$ cat config.mk
export PLATFORM = sky130hd
export DESIGN_NAME = escape_stuffing_deframer
export DESIGN_NICKNAME = d
export VERILOG_FILES = /design/src/rtl/core/esd_pkg.sv /design/src/rtl/core/esd_out_fifo.sv /design/src/rtl/core/escape_stuffing_deframer.sv
export SDC_FILE = /design/constraint.sdc
export NUM_CORES = 1
export LEC_CHECK = 0
export BUFFER_PORTS_ARGS = -buffer_cell sky130_fd_sc_hd__buf_2
export CAP_MARGIN = 25
export CORE_ASPECT_RATIO = 0.8
export CORE_MARGIN = 2
export CORE_UTILIZATION = 23
export CTS_BUF_LIST = sky130_fd_sc_hd__clkbuf_16
export DETAILED_ROUTE_END_ITERATION = 10
export GPL_ROUTABILITY_DRIVEN = 1
export GPL_TIMING_DRIVEN = 0
export PLACE_DENSITY = 0.38
export SLEW_MARGIN = 20
export SYNTH_ARGS = -nofsm -noshare
export SYNTH_HDL_FRONTEND = slang
export SYNTH_HIERARCHICAL = 1
export SYNTH_SLANG_ARGS = --single-unit
$ cat constraint.sdc
create_clock -name i_clk -period 12.9 [get_ports i_clk]
set_clock_uncertainty 0.2 [all_clocks]
set_input_delay 2.58 -clock i_clk [delete_from_list [all_inputs] [get_ports i_clk]]
set_output_delay 2.58 -clock i_clk [all_outputs]
set_load 0.01 [all_outputs]
$ cat src/rtl/core/esd_pkg.sv
// Shared constants and result type for the escape stuffing deframer.
package esd_pkg;

    localparam logic [7:0] ESC_BYTE = 8'h1b;
    localparam logic [7:0] END_BYTE = 8'h04;

    localparam logic [1:0] ST_OK       = 2'd0;
    localparam logic [1:0] ST_NOBUF    = 2'd1;
    localparam logic [1:0] ST_PROTOCOL = 2'd2;

    localparam logic [31:0] BUFFER_SIZE_RESET = 32'd2048;

    typedef struct packed {
        logic [7:0]  data_byte;
        logic        frame_end;
        logic [1:0]  frame_status;
        logic [31:0] frame_length;
    } t_result;

endpackage

$ cat src/rtl/core/esd_out_fifo.sv
// Two-entry result queue that decouples the deframer from the output stall.
module esd_out_fifo
    import esd_pkg::*;
(
    input  logic    i_clk,
    input  logic    i_rst_n,
    input  logic    i_push,
    input  t_result i_result,
    output logic    o_full,
    output logic    o_valid,
    input  logic    i_stall,
    output t_result o_result
);

    t_result    r_mem [2];
    logic       r_wptr;
    logic       r_rptr;
    logic [1:0] r_count;
    logic       pop;

    assign pop      = (r_count != 2'd0) && !i_stall;
    assign o_valid  = (r_count != 2'd0);
    assign o_full   = (r_count == 2'd2);
    assign o_result = r_mem[r_rptr];

    always_ff @(posedge i_clk) begin
        if (!i_rst_n) begin
            r_wptr  <= 1'b0;
            r_rptr  <= 1'b0;
            r_count <= 2'd0;
        end else begin
            if (i_push) begin
                r_wptr <= ~r_wptr;
            end
            if (pop) begin
                r_rptr <= ~r_rptr;
            end
            case ({i_push, pop})
                2'b10:   r_count <= r_count + 2'd1;
                2'b01:   r_count <= r_count - 2'd1;
                default: r_count <= r_count;
            endcase
        end
    end

    always_ff @(posedge i_clk) begin
        if (i_push) begin
            r_mem[r_wptr] <= i_result;
        end
    end

endmodule

$ cat src/rtl/core/escape_stuffing_deframer.sv
// Escape stuffing deframer with length prefix: takes one received byte per cycle
// and emits unescaped payload bytes plus one end-of-frame beat per frame with
// status (ok, no_buffer, protocol_error) and delivered length. The phase/count
// state updates in a single registered step and each result lands in a two-beat
// output queue, so the input stalls only while that queue is full. buffer_size
// (APB byte address 0, reset 2048) is sampled when the fourth length byte
// arrives.
module escape_stuffing_deframer
    import esd_pkg::*;
(
    input  logic        i_clk,
    input  logic        i_rst_n,
    input  logic        i_valid,
    output logic        o_stall,
    input  logic [7:0]  i_rx_byte,
    output logic        o_valid,
    input  logic        i_stall,
    output logic [7:0]  o_data_byte,
    output logic        o_frame_end,
    output logic [1:0]  o_frame_status,
    output logic [31:0] o_frame_length,
    input  logic        psel,
    input  logic        penable,
    input  logic        pwrite,
    input  logic [2:0]  paddr,
    input  logic [31:0] pwdata,
    output logic [31:0] prdata,
    output logic        pready
);

    typedef enum logic [1:0] {
        PH_HEADER,
        PH_PAYLOAD,
        PH_DISCARD,
        PH_TRAILER
    } t_phase;

    t_phase      r_phase, n_phase;
    logic [1:0]  r_hcnt, n_hcnt;
    logic [31:0] r_len, n_len;
    logic [31:0] r_remain, n_remain;
    logic        r_esc, n_esc;
    logic        r_extra, n_extra;
    logic [31:0] r_buffer_size;

    logic        accept;
    logic        push;
    t_result     res;
    logic        fifo_full;
    t_result     out_res;
    logic [31:0] hdr_len;

    assign pready = 1'b1;
    assign prdata = paddr[2] ? 32'd0 : r_buffer_size;

    always_ff @(posedge i_clk) begin
        if (!i_rst_n) begin
            r_buffer_size <= BUFFER_SIZE_RESET;
        end else if (psel && penable && pwrite && !paddr[2]) begin
            r_buffer_size <= pwdata;
        end
    end

    assign o_stall = fifo_full;
    assign accept  = i_valid && !fifo_full;
    assign hdr_len = {r_len[23:0], i_rx_byte};

    always_comb begin
        n_phase  = r_phase;
        n_hcnt   = r_hcnt;
        n_len    = r_len;
        n_remain = r_remain;
        n_esc    = r_esc;
        n_extra  = r_extra;
        push     = 1'b0;
        res      = '0;
        case (r_phase)
            PH_HEADER: begin
                n_len  = hdr_len;
                n_hcnt = r_hcnt + 2'd1;
                if (r_hcnt == 2'd3) begin
                    n_esc   = 1'b0;
                    n_extra = 1'b0;
                    if (hdr_len > r_buffer_size) begin
                        n_phase = PH_DISCARD;
                    end else if (hdr_len == 32'd0) begin
                        n_phase = PH_TRAILER;
                    end else begin
                        n_remain = hdr_len;
                        n_phase  = PH_PAYLOAD;
                    end
                end
            end
            PH_PAYLOAD: begin
                if (!r_esc && i_rx_byte == ESC_BYTE) begin
                    n_esc = 1'b1;
                end else if (!r_esc && i_rx_byte == END_BYTE) begin
                    push             = 1'b1;
                    res.frame_end    = 1'b1;
                    res.frame_status = ST_PROTOCOL;
                    res.frame_length = r_len - r_remain;
                    n_phase          = PH_HEADER;
                    n_hcnt           = 2'd0;
                    n_esc            = 1'b0;
                    n_extra          = 1'b0;
                end else begin
                    push          = 1'b1;
                    res.data_byte = i_rx_byte;
                    n_esc         = 1'b0;
                    n_remain      = r_remain - 32'd1;
                    if (r_remain == 32'd1) begin
                        n_phase = PH_TRAILER;
                        n_extra = 1'b0;
                    end
                end
            end
            PH_DISCARD: begin
                if (r_esc) begin
                    n_esc = 1'b0;
                end else if (i_rx_byte == ESC_BYTE) begin
                    n_esc = 1'b1;
                end else if (i_rx_byte == END_BYTE) begin
                    push             = 1'b1;
                    res.frame_end    = 1'b1;
                    res.frame_status = ST_NOBUF;
                    n_phase          = PH_HEADER;
                    n_hcnt           = 2'd0;
                    n_extra          = 1'b0;
                end
            end
            PH_TRAILER: begin
                if (!r_esc && i_rx_byte == END_BYTE) begin
                    push             = 1'b1;
                    res.frame_end    = 1'b1;
                    res.frame_status = r_extra ? ST_PROTOCOL : ST_OK;
                    res.frame_length = r_len;
                    n_phase          = PH_HEADER;
                    n_hcnt           = 2'd0;
                    n_esc            = 1'b0;
                    n_extra          = 1'b0;
                end else begin
                    // any other byte, escaped or not, marks trailing garbage
                    n_esc   = !r_esc && (i_rx_byte == ESC_BYTE);
                    n_extra = 1'b1;
                end
            end
            default: begin
                n_phase = PH_HEADER;
            end
        endcase
    end

    always_ff @(posedge i_clk) begin
        if (!i_rst_n) begin
            r_phase  <= PH_HEADER;
            r_hcnt   <= 2'd0;
            r_len    <= 32'd0;
            r_remain <= 32'd0;
            r_esc    <= 1'b0;
            r_extra  <= 1'b0;
        end else if (accept) begin
            r_phase  <= n_phase;
            r_hcnt   <= n_hcnt;
            r_len    <= n_len;
            r_remain <= n_remain;
            r_esc    <= n_esc;
            r_extra  <= n_extra;
        end
    end

    esd_out_fifo u_out_fifo (
        .i_clk    (i_clk),
        .i_rst_n  (i_rst_n),
        .i_push   (accept && push),
        .i_result (res),
        .o_full   (fifo_full),
        .o_valid  (o_valid),
        .i_stall  (i_stall),
        .o_result (out_res)
    );

    assign o_data_byte    = out_res.data_byte;
    assign o_frame_end    = out_res.frame_end;
    assign o_frame_status = out_res.frame_status;
    assign o_frame_length = out_res.frame_length;

    a_status_legal: assert property (@(posedge i_clk) disable iff (!i_rst_n)
        o_valid && o_frame_end |-> o_frame_status != 2'd3)
        else $error("end beat carries an undefined status");

    a_data_clean: assert property (@(posedge i_clk) disable iff (!i_rst_n)
        o_valid && !o_frame_end |-> o_frame_status == ST_OK && o_frame_length == 32'd0)
        else $error("data beat carries frame fields");

    a_end_rearms: assert property (@(posedge i_clk) disable iff (!i_rst_n)
        accept && push && res.frame_end |=> r_phase == PH_HEADER && r_hcnt == 2'd0)
        else $error("frame end did not return to header phase");

    a_full_has_data: assert property (@(posedge i_clk) disable iff (!i_rst_n)
        o_stall |-> o_valid)
        else $error("input stalled with an empty result queue");

endmodule
==> results of run 1 <==
## layout make-up
class	instances	area (um2)	share of cell area
plain buffers	65	255.2	0.01955
multi-input cells	901	5670	0.4342
inverters	83	311.5	0.02386
well taps	620	775.7	0.05940
clock buffers	18	450.4	0.03449
flip-flops and latches	193	4725	0.3618
repair buffers	126	683.2	0.05231
clock inverters	14	187.7	0.01437
## routing by layer
layer / wire, um / track usage / vias to the layer above / part of all wire
met5: 0 / 0 / - / 0
met3: 2076 / 0.03183 / 47 / 0.053
met2: 16680 / 0.2452 / 284 / 0.43
met1: 19640 / 0.2284 / 4755 / 0.50
li1: - / - / 4759 / -
met4: 765 / 0.04635 / 0 / 0.020
## where the power goes
part | leakage, nW | total (mW) | switching, mW | internal (mW)
clock | 0.314 | 0.589 | 0.254 | 0.336
combinational | 3.07 | 0.273 | 0.168 | 0.105
sequential | 1.84 | 0.659 | 0.0170 | 0.642
total | 5.22 | 1.52 | 0.439 | 1.08
## cells in the mapped netlist (all sizes together) (11+ instances only)
library cell and number:
a211oi 13, a21o 11, a21oi 157, a22o 24
clkbuf 56, dfxtp 107, edfxtp 86, ha 67
inv 81, mux2 43, nand2 190, nand3 18
nand4 18, nor2 95, nor2b 13, nor3 30
nor4 15, o21ai 42, xnor2 22
## sequential cells by signal (all words and copies together), names as in the netlist, named ones only
signal / cells
r_hcnt: 2
u_out_fifo/r_count: 2
r_len: 32
u_out_fifo/r_mem: 86
r_buffer_size: 32
r_phase: 2
r_esc: 1
r_remain: 32
u_out_fifo/r_rptr: 1
r_extra: 1
u_out_fifo/r_wptr: 1
## worst max path at each step
| stage | from | to | cells after the start |
|---|---|---|---|
| final | paddr[2] | prdata[26] | 4 |
| after global routing | paddr[2] | prdata[26] | 4 |
| after CTS | paddr[2] | prdata[8] | 4 |
| after detailed placement | paddr[2] | prdata[8] | 4 |
| after global placement | i_rx_byte[1] | u_out_fifo/r_mem[0][26] | 8 |
| after floorplan | i_rx_byte[0] | u_out_fifo/r_mem[0][0] | 7 |
## kinds of logic (layout without fill, tap and decap cells)
kind of cell / count (synthesis) / after routing / synth area share
simple gates: 431 / 431 / 0.1831
compound gates: 327 / 327 / 0.1860
flops: 193 / 193 / 0.4314
buf+inv: 148 / 306 / 0.05175
fa+ha+maj: 68 / 68 / 0.07837
mux: 43 / 43 / 0.04421
xor+xnor: 31 / 31 / 0.02479
other cells: 1 / 1 / 0.0003424
## tightest hold or removal path, cell delays in order (launching register included)
cell and delay, ps:
dfxtp_1 310, nand2_1 50, a21oi_1 50
## through the flow
stage                     hold WS, ps    util  power (mW)  instance area, um2  std cells
after global routing            270.4  0.2779       1.593               13060       2020
final                           254.0  0.2779       1.521               13060       2020
after floorplan                 232.5       -      0.8606               10950       1242
after global placement          242.7  0.2627      0.9439               12340       1985
after CTS                       256.5  0.2779       1.538               13060       2020
after detailed placement        246.3  0.2643      0.9438               12420       1988
==> reports/results.txt, run 1 <==
Fill cells: 5,032
CTS tree: done
Root Buffer: clkbuf_16
most frequent cells in the layout: nand2_1, a21oi_1, buf_2, dfxtp_1, nor2_1
max-slew violations: 0
area leader, netlist: edfxtp_1
input/output buffers: 123
FFs w/ async S/R, synth: 0
Cell Area, Synth: 0.01095 mm2
GRT Util Overall: 0.1608
Critical Path End Type: output pin
die area: 0.04939 mm2
Syn. warnings: 6
peak supply drop: 0.00009739 V
crit start category: primary input
CTS Buffer Depth: 2
worst hold stages: 2
Mapped Avg Cell Area: 8.818 um2
CP delay by family, top: buffers and inverters
Worst R2R Start: r_remain[17]
pin count of the biggest net entering global routing: 41
CP arrival: 3480 ps
Post-Syn Instances: 1,242
sequential area share after synthesis: 0.4314
core area: 0.04699 mm2
FP Rows: 71
chip height: 199.2 um
CP max FO: 10
vias in the first global route: 9,713
Detail Placement HPWL: 29,220 um
worst skew pair latency: 460 ps
top cells by area, synth: edfxtp_1, dfxtp_1, ha_1
pre-CTS WS: 6587 ps
initial antenna violation count: 1
count of final setup violators: 0
ys flop type: dfxtp_1
CTS Buf Count: 17
Total Routed Length: 39,170 um
ANT nets after route: 0
max incr delay on CP: 380 ps
Req. time, crit path: 10,120 ps
Final TNS setup: 0 ps
HP Class: reg2reg
gr ovfl total: 0
Yosys cell types: 74
Post-synth EDFFs: 86
drt pass-1 iters: 5
area share of the largest cell type after synthesis: 0.2358
htree depth: 4
GPL Wtd Cong: 0.8622
Reg clk slew, reported paths: 70 ps
syn_nets: 1,360
min-delay src: r_buffer_size[19]
R2R depth: 10
final net count: 1,505
CP bufs+invs: 3
Hold EP: r_buffer_size[19]
I/O Pins: 128
DRC: 0
vias per cell: 4.874
Rel. slew slack: 0.2912
RSZ-0062 raised after global routing: false
CP cell instances: clkbuf_1 > clkbuf_1 > nor2_1 > buf_2
via count: 9,845
period utilization: 0.4851
CTS Hold Bufs: 0
Iter 0 DRT Violations: 791
worst flop-to-flop path endpoint: u_out_fifo/r_mem[0][31]
Max Freq: 159.8 MHz
Hold Vio Cnt, Final: 0
post-layout worst setup margin: 6642 ps
Max Cap Viol: 0
Tmin final: 6258 ps
Slowest-stage cell, CP: clkbuf_1
Crit Path Class: in2out
first-pass GRT wire length: 59,210 um
Initial Util: 0.2330
Setup Buffers After CTS: 0
Slew @ Worst Pin: 1054 ps
post-CTS sizing: 0
Leak Pwr: 5.220 nW
share of post-route cells with drive strength above 1: 0.1593
WL/cell: 19.39 um
pwr dens: 116.5 mW/mm2
status: complete, no violations
CTS Sinks: 193
number of synthesized register bits: 193
commonest non-fill, non-tap cell in the layout: nand2_1
die span in x: 248.0 um
Critical Path Most Common Cell: clkbuf_1
n_diodes: 0
Syn-to-layout area delta: 19.24%
Reg2Reg Setup Slack: 8410 ps
(Power assumes the default switching activity.)
==> inputs of run 2 (changes only) <==
- PLACE_DENSITY: 0.38 -> 0.4
- clock period: 12.9 -> 5.05 ns (I/O delays scaled with it)
==> run 2 against run 1 <==
First-iteration DRC count shrank 1.9%. Cell count is the same. Sequential share of layout area grew 0.28 points. Hold slack is essentially flat. Global-route usage is essentially flat. Critical endpoint is now u_out_fifo/r_mem[1][31]. Largest power group unchanged. Highest routed layer unchanged.
==> reports/results.txt, run 2 (same netlist as run 1, synthesis figures left out) <==
die area: 0.04939 mm2 (unchanged)
Min Hold Slack: 254.1 ps (was 254.0 ps)
CTS Hold Bufs: 0 (unchanged)
peak supply drop: 0.0002472 V (was 0.00009739 V)
Crit Path Class: reg2reg (was in2out)
register area: 0.004725 mm2 (unchanged)
via count: 9,755 (was 9,845)
Critical Path Most Common Cell: or3_1 (was clkbuf_1)
pwr dens: 284.6 mW/mm2 (was 116.5 mW/mm2)
Iter 0 DRT Violations: 776 (was 791)
vias per cell: 4.829 (was 4.874)
Total Routed Length: 38,830 um (was 39,170 um)
Critical Path End Type: flip-flop (was output pin)
CP delay by family, top: compound AO/OA/AOI/OAI gates (was buffers and inverters)
CTS Buffer Depth: 2 (unchanged)
pre-CTS WS: 621.1 ps (was 6587 ps)
CP bufs+invs: 2 (was 3)
Hold Vio Cnt, Final: 0 (unchanged)
most frequent cells in the layout: nand2_1, a21oi_1, buf_2, dfxtp_1, nor2_1 (unchanged)
share of post-route cells with drive strength above 1: 0.1593 (unchanged)
max reg flops: 86 (unchanged)
I/O Pins: 128 (unchanged)
Reg2Reg Setup Slack: 740 ps (was 8410 ps)
Slew @ Worst Pin: 1081 ps (was 1054 ps)
max incr delay on CP: 910 ps (was 380 ps)
Detail Placement HPWL: 29,150 um (was 29,220 um)
CTS Buf Count: 17 (unchanged)
Req. time, crit path: 5100 ps (was 10,120 ps)
htree depth: 4 (unchanged)
DRC: 0 (unchanged)
HP Class: reg2reg (unchanged)
pin count of the biggest net entering global routing: 37 (was 41)
Max Freq: 231.9 MHz
first-pass GRT wire length: 59,310 um (was 59,210 um)
n_diodes: 0 (unchanged)
Initial Util: 0.2330 (unchanged)
Top reg by flops: u_out_fifo/r_mem (unchanged)
initial antenna violation count: 1 (unchanged)
die span in x: 248.0 um (unchanged)
post-layout worst setup margin: 737.2 ps (was 6642 ps)
final instance area: 0.01296 mm2 (was 0.01306 mm2)
post-CTS sizing: 0 (unchanged)
input/output buffers: 123 (unchanged)
CTS Sinks: 193 (unchanged)
Max Cap Viol: 0 (unchanged)
Tmin final: 4313 ps
Slowest-stage cell, CP: o31ai_1 (was clkbuf_1)
ANT nets after route: 0 (unchanged)
Cells after DPL: 1,988 (unchanged)
Rel. slew slack: 0.2765 (was 0.2912)
area of the multi-input gates: 0.005670 mm2 (unchanged)
commonest non-fill, non-tap cell in the layout: nand2_1 (unchanged)
Non-Filler Instances: 2,020 (unchanged)
status: complete, no violations (unchanged)
Total Power: 3.687 mW (was 1.521 mW)
final net count: 1,505 (unchanged)
CP arrival: 4370 ps (was 3480 ps)
gr ovfl total: 0 (unchanged)
worst skew pair latency: 470 ps (was 460 ps)
RSZ-0062 raised after global routing: false (unchanged)
count of final setup violators: 0 (unchanged)
CP cell instances: clkbuf_1 > inv_1 > ha_1 > nand3_1 > or3_1 > o31ai_1 > a311oi_1 > xnor2_1 > or3_1 > a21oi_1 (was clkbuf_1 > clkbuf_1 > nor2_1 > buf_2)
period utilization: 0.8540
Root Buffer: clkbuf_16 (unchanged)
FP Rows: 71 (unchanged)
Leak Pwr: 5.170 nW (was 5.220 nW)
Syn-to-layout area delta: 18.31% (was 19.24%)
max-slew violations: 0 (unchanged)
drt pass-1 iters: 5 (unchanged)
crit start category: flip-flop (was primary input)
CTS tree: done (unchanged)
CP max FO: 9 (was 10)
Reg clk slew, reported paths: 80 ps (was 70 ps)
placed cell areas: 0.01242 mm2 (unchanged)
GPL Wtd Cong: 0.8455 (was 0.8622)
Setup Buffers After CTS: 0 (unchanged)
Fill cells: 5,096 (was 5,032)
WL/cell: 19.22 um (was 19.39 um)
chip height: 199.2 um (unchanged)
core area: 0.04699 mm2 (unchanged)
vias in the first global route: 9,523 (was 9,713)
GRT Util Overall: 0.1604 (was 0.1608)
==> run 2: changes by cell type in the layout (fill, tap and decap cells not counted) <==
cell,previous run,this run
bufinv_16,4,0
inv_2,1,2
clkinv_4,3,5
inv_6,1,4
clkbuf_16,18,17
inv_1,82,81
clkinv_2,2,0
clkinv_1,2,3
inv_4,0,1
==> run 2: layout make-up <==
class	count	area share
sequential	193	0.3646
timing repair buffer	126	0.05272
clock inverter	15	0.008594
clock buffer	17	0.03283
tap	620	0.05987
inverter	83	0.02404
multi-input combinational	901	0.4376
buffer	65	0.01970
==> run 2: worst reg2reg max path: cells and delay by family (launching register included) <==
| kind | cells | cell delay (ps) |
|---|---|---|
| DFF | 1 | 310 |
| AOI/OAI and AO/OA | 3 | 1450 |
| adders and majority gates | 1 | 370 |
| and+or+nand+nor | 3 | 1020 |
| buffers and inverters | 2 | 570 |
| xor gates and xnor gates | 1 | 190 |
==> run 2: metal layers <==
layer | track usage | wire [um] | vias to the layer above
li1 | - | - | 4756
met1 | 0.2366 | 19620 | 4690
met2 | 0.2390 | 16410 | 279
met3 | 0.02619 | 2084 | 30
met4 | 0.04391 | 716 | 0
met5 | 0 | 0 | -
==> run 2: worst paths after layout <==
path                startpoint                       to  depth (start not counted)
max reg2reg       r_remain[17]  u_out_fifo/r_mem[1][31]                         10
min reg2reg  r_buffer_size[28]        r_buffer_size[28]                          2
max               r_remain[17]  u_out_fifo/r_mem[1][31]                         10
min          r_buffer_size[28]        r_buffer_size[28]                          2
==> run 2: where the power goes <==
group          internal (mW)  switching (mW)  leakage (nW)
sequential              1.64          0.0434          1.84
combinational          0.269           0.430          3.07
clock                  0.635           0.670         0.264
==> run 2: stage by stage <==
| stage | util | setup TNS, ps |
|---|---|---|
| 3_5_place_dp | 0.2643 | 0 |
| 5_1_grt | 0.2757 | 0 |
| 3_3_place_gp | 0.2627 | -93320 |
| 4_1_cts | 0.2757 | 0 |
| 6_report | 0.2757 | 0 |
| 2_1_floorplan | - | 0 |
==> inputs of run 3 (changes only) <==
- CELL_PAD_IN_SITES_DETAIL_PLACEMENT: unset -> 1
- CELL_PAD_IN_SITES_GLOBAL_PLACEMENT: unset -> 1
- PLACE_DENSITY: 0.4 -> 0.48
==> run 3 against run 2 <==
Non-clock buffer count up 1. Register-to-register slack worse by 110 ps. Global-route usage up 0.83 points. Critical endpoint unchanged.
==> reports/results.txt, run 3 (same netlist as run 1, synthesis figures left out) <==
status: complete, no violations (unchanged)
Iter 0 DRT Violations: 601 (was 776)
DRC: 0 (unchanged)
post-CTS sizing: 0 (unchanged)
htree depth: 4 (unchanged)
share of post-route cells with drive strength above 1: 0.1577 (was 0.1593)
ANT nets after route: 0 (unchanged)
pwr dens: 288.9 mW/mm2 (was 284.6 mW/mm2)
WL/cell: 20.29 um (was 19.22 um)
die span in x: 248.0 um (unchanged)
period utilization: 0.8748 (was 0.8540)
GPL Wtd Cong: 0.8432 (was 0.8455)
CTS tree: done (unchanged)
Leak Pwr: 5.193 nW (was 5.170 nW)
first-pass GRT wire length: 62,000 um (was 59,310 um)
vias per cell: 4.837 (was 4.829)
Cells after DPL: 1,988 (unchanged)
Detail Placement HPWL: 30,870 um (was 29,150 um)
vias in the first global route: 9,917 (was 9,523)
GRT Util Overall: 0.1687 (was 0.1604)
FP Rows: 71 (unchanged)
gr ovfl total: 0 (unchanged)
Slew @ Worst Pin: 1121 ps (was 1081 ps)
die area: 0.04939 mm2 (unchanged)
most frequent cells in the layout: nand2_1, a21oi_1, buf_2, dfxtp_1, nor2_1 (unchanged)
Top reg by flops: u_out_fifo/r_mem (unchanged)
via count: 9,775 (was 9,755)
Root Buffer: clkbuf_16 (unchanged)
max-slew violations: 0 (unchanged)
HP Class: reg2reg (unchanged)
Initial Util: 0.2330 (unchanged)
drt pass-1 iters: 5 (unchanged)
pin count of the biggest net entering global routing: 44 (was 37)
max reg flops: 86 (unchanged)
R2R depth: 10 (unchanged)
Reg clk slew, reported paths: 80 ps (about the same)
final net count: 1,506 (was 1,505)
CP max FO: 9 (unchanged)
Total Routed Length: 41,010 um (was 38,830 um)
input/output buffers: 123 (unchanged)
CTS Sinks: 193 (unchanged)
CTS Hold Bufs: 0 (unchanged)
crit start category: flip-flop (unchanged)
CTS Buf Count: 17 (unchanged)
Max Cap Viol: 0 (unchanged)
Total Power: 3.743 mW (was 3.687 mW)
Rel. slew slack: 0.2462 (was 0.2765)
core area: 0.04699 mm2 (unchanged)
Max Freq: 226.4 MHz (was 231.9 MHz)
commonest non-fill, non-tap cell in the layout: nand2_1 (unchanged)
Tmin final: 4418 ps (was 4313 ps)
Crit Path Class: reg2reg (unchanged)
CP arrival: 4460 ps (was 4370 ps)
initial antenna violation count: 1 (unchanged)
Critical Path End Type: flip-flop (unchanged)
n_diodes: 0 (unchanged)
Req. time, crit path: 5090 ps (was 5100 ps)
chip height: 199.2 um (unchanged)
RSZ-0062 raised after global routing: false (unchanged)
Syn-to-layout area delta: 18.29% (was 18.31%)
Non-Filler Instances: 2,021 (was 2,020)
I/O Pins: 128 (unchanged)
worst skew pair latency: 470 ps (about the same)
count of final setup violators: 0 (unchanged)
peak supply drop: 0.0002657 V (was 0.0002472 V)
worst hold stages: 2 (unchanged)
Setup Buffers After CTS: 0 (unchanged)
CTS Buffer Depth: 2 (unchanged)
Hold Vio Cnt, Final: 0 (unchanged)
[run 3: changes by cell type in the layout (fill, tap and decap cells not counted)]
cell | before | now
buf_4 | 1 | 2
inv_1 | 81 | 84
bufinv_16 | 0 | 1
inv_6 | 4 | 1
clkinv_2 | 0 | 1
buf_16 | 1 | 0
inv_2 | 2 | 3
clkinv_4 | 5 | 1
clkinvlp_4 | 2 | 1
buf_2 | 129 | 130
clkbuf_16 | 17 | 18
inv_4 | 1 | 2
[run 3: worst paths after layout]
kind | start | to | slack (ps)
max | r_remain[17] | u_out_fifo/r_mem[1][31] | 630
min | r_buffer_size[4] | r_buffer_size[4] | 250
max reg2reg | r_remain[17] | u_out_fifo/r_mem[1][31] | 630
min reg2reg | r_buffer_size[4] | r_buffer_size[4] | 250
[run 3: critical path, cell delays in order, from the launching register on]
cell,delay (ps)
dfxtp_1,310
clkbuf_1,400
inv_1,150
ha_1,370
nand3_1,280
or3_1,430
o31ai_1,950
a311oi_1,260
xnor2_1,200
or3_1,310
a21oi_1,330
[run 3: metal layers]
metal | track usage | part of all wire
met1 | 0.2430 | 0.51
met2 | 0.2564 | 0.43
met3 | 0.03358 | 0.047
met5 | 0 | 0
met4 | 0.04147 | 0.015
[run 3: cell type report]
type / instances / area, um2
flip-flops and latches: 193 / 4725
well taps: 620 / 775.7
fillers: 5532 / 34040
clock inverters: 14 / 98.84
repair buffers: 127 / 668.1
clock buffers: 18 / 450.4
multi-input cells: 901 / 5670
inverters: 83 / 311.5
plain buffers: 65 / 255.2
[run 3: power by group]
group          internal, mW  switching [mW]  leakage, nW
logic                 0.270           0.441         3.07
clock network         0.699           0.649        0.289
registers              1.64          0.0439         1.84
[run 3: stage by stage]
stage | area [um2] | setup TNS (ps) | hold WS (ps) | utilization | setup WS [ps]
after floorplan | 10950 | 0 | 232.5 | - | 417.4
after global placement | 12340 | -76200 | 242.1 | 0.2627 | -1645
after detailed placement | 12400 | 0 | 247.0 | 0.2639 | 494.5
after CTS | 12950 | 0 | 257.1 | 0.2756 | 695.4
final | 12950 | 0 | 253.9 | 0.2757 | 632.2
after global routing | 12950 | 0 | 271.2 | 0.2757 | 385.0
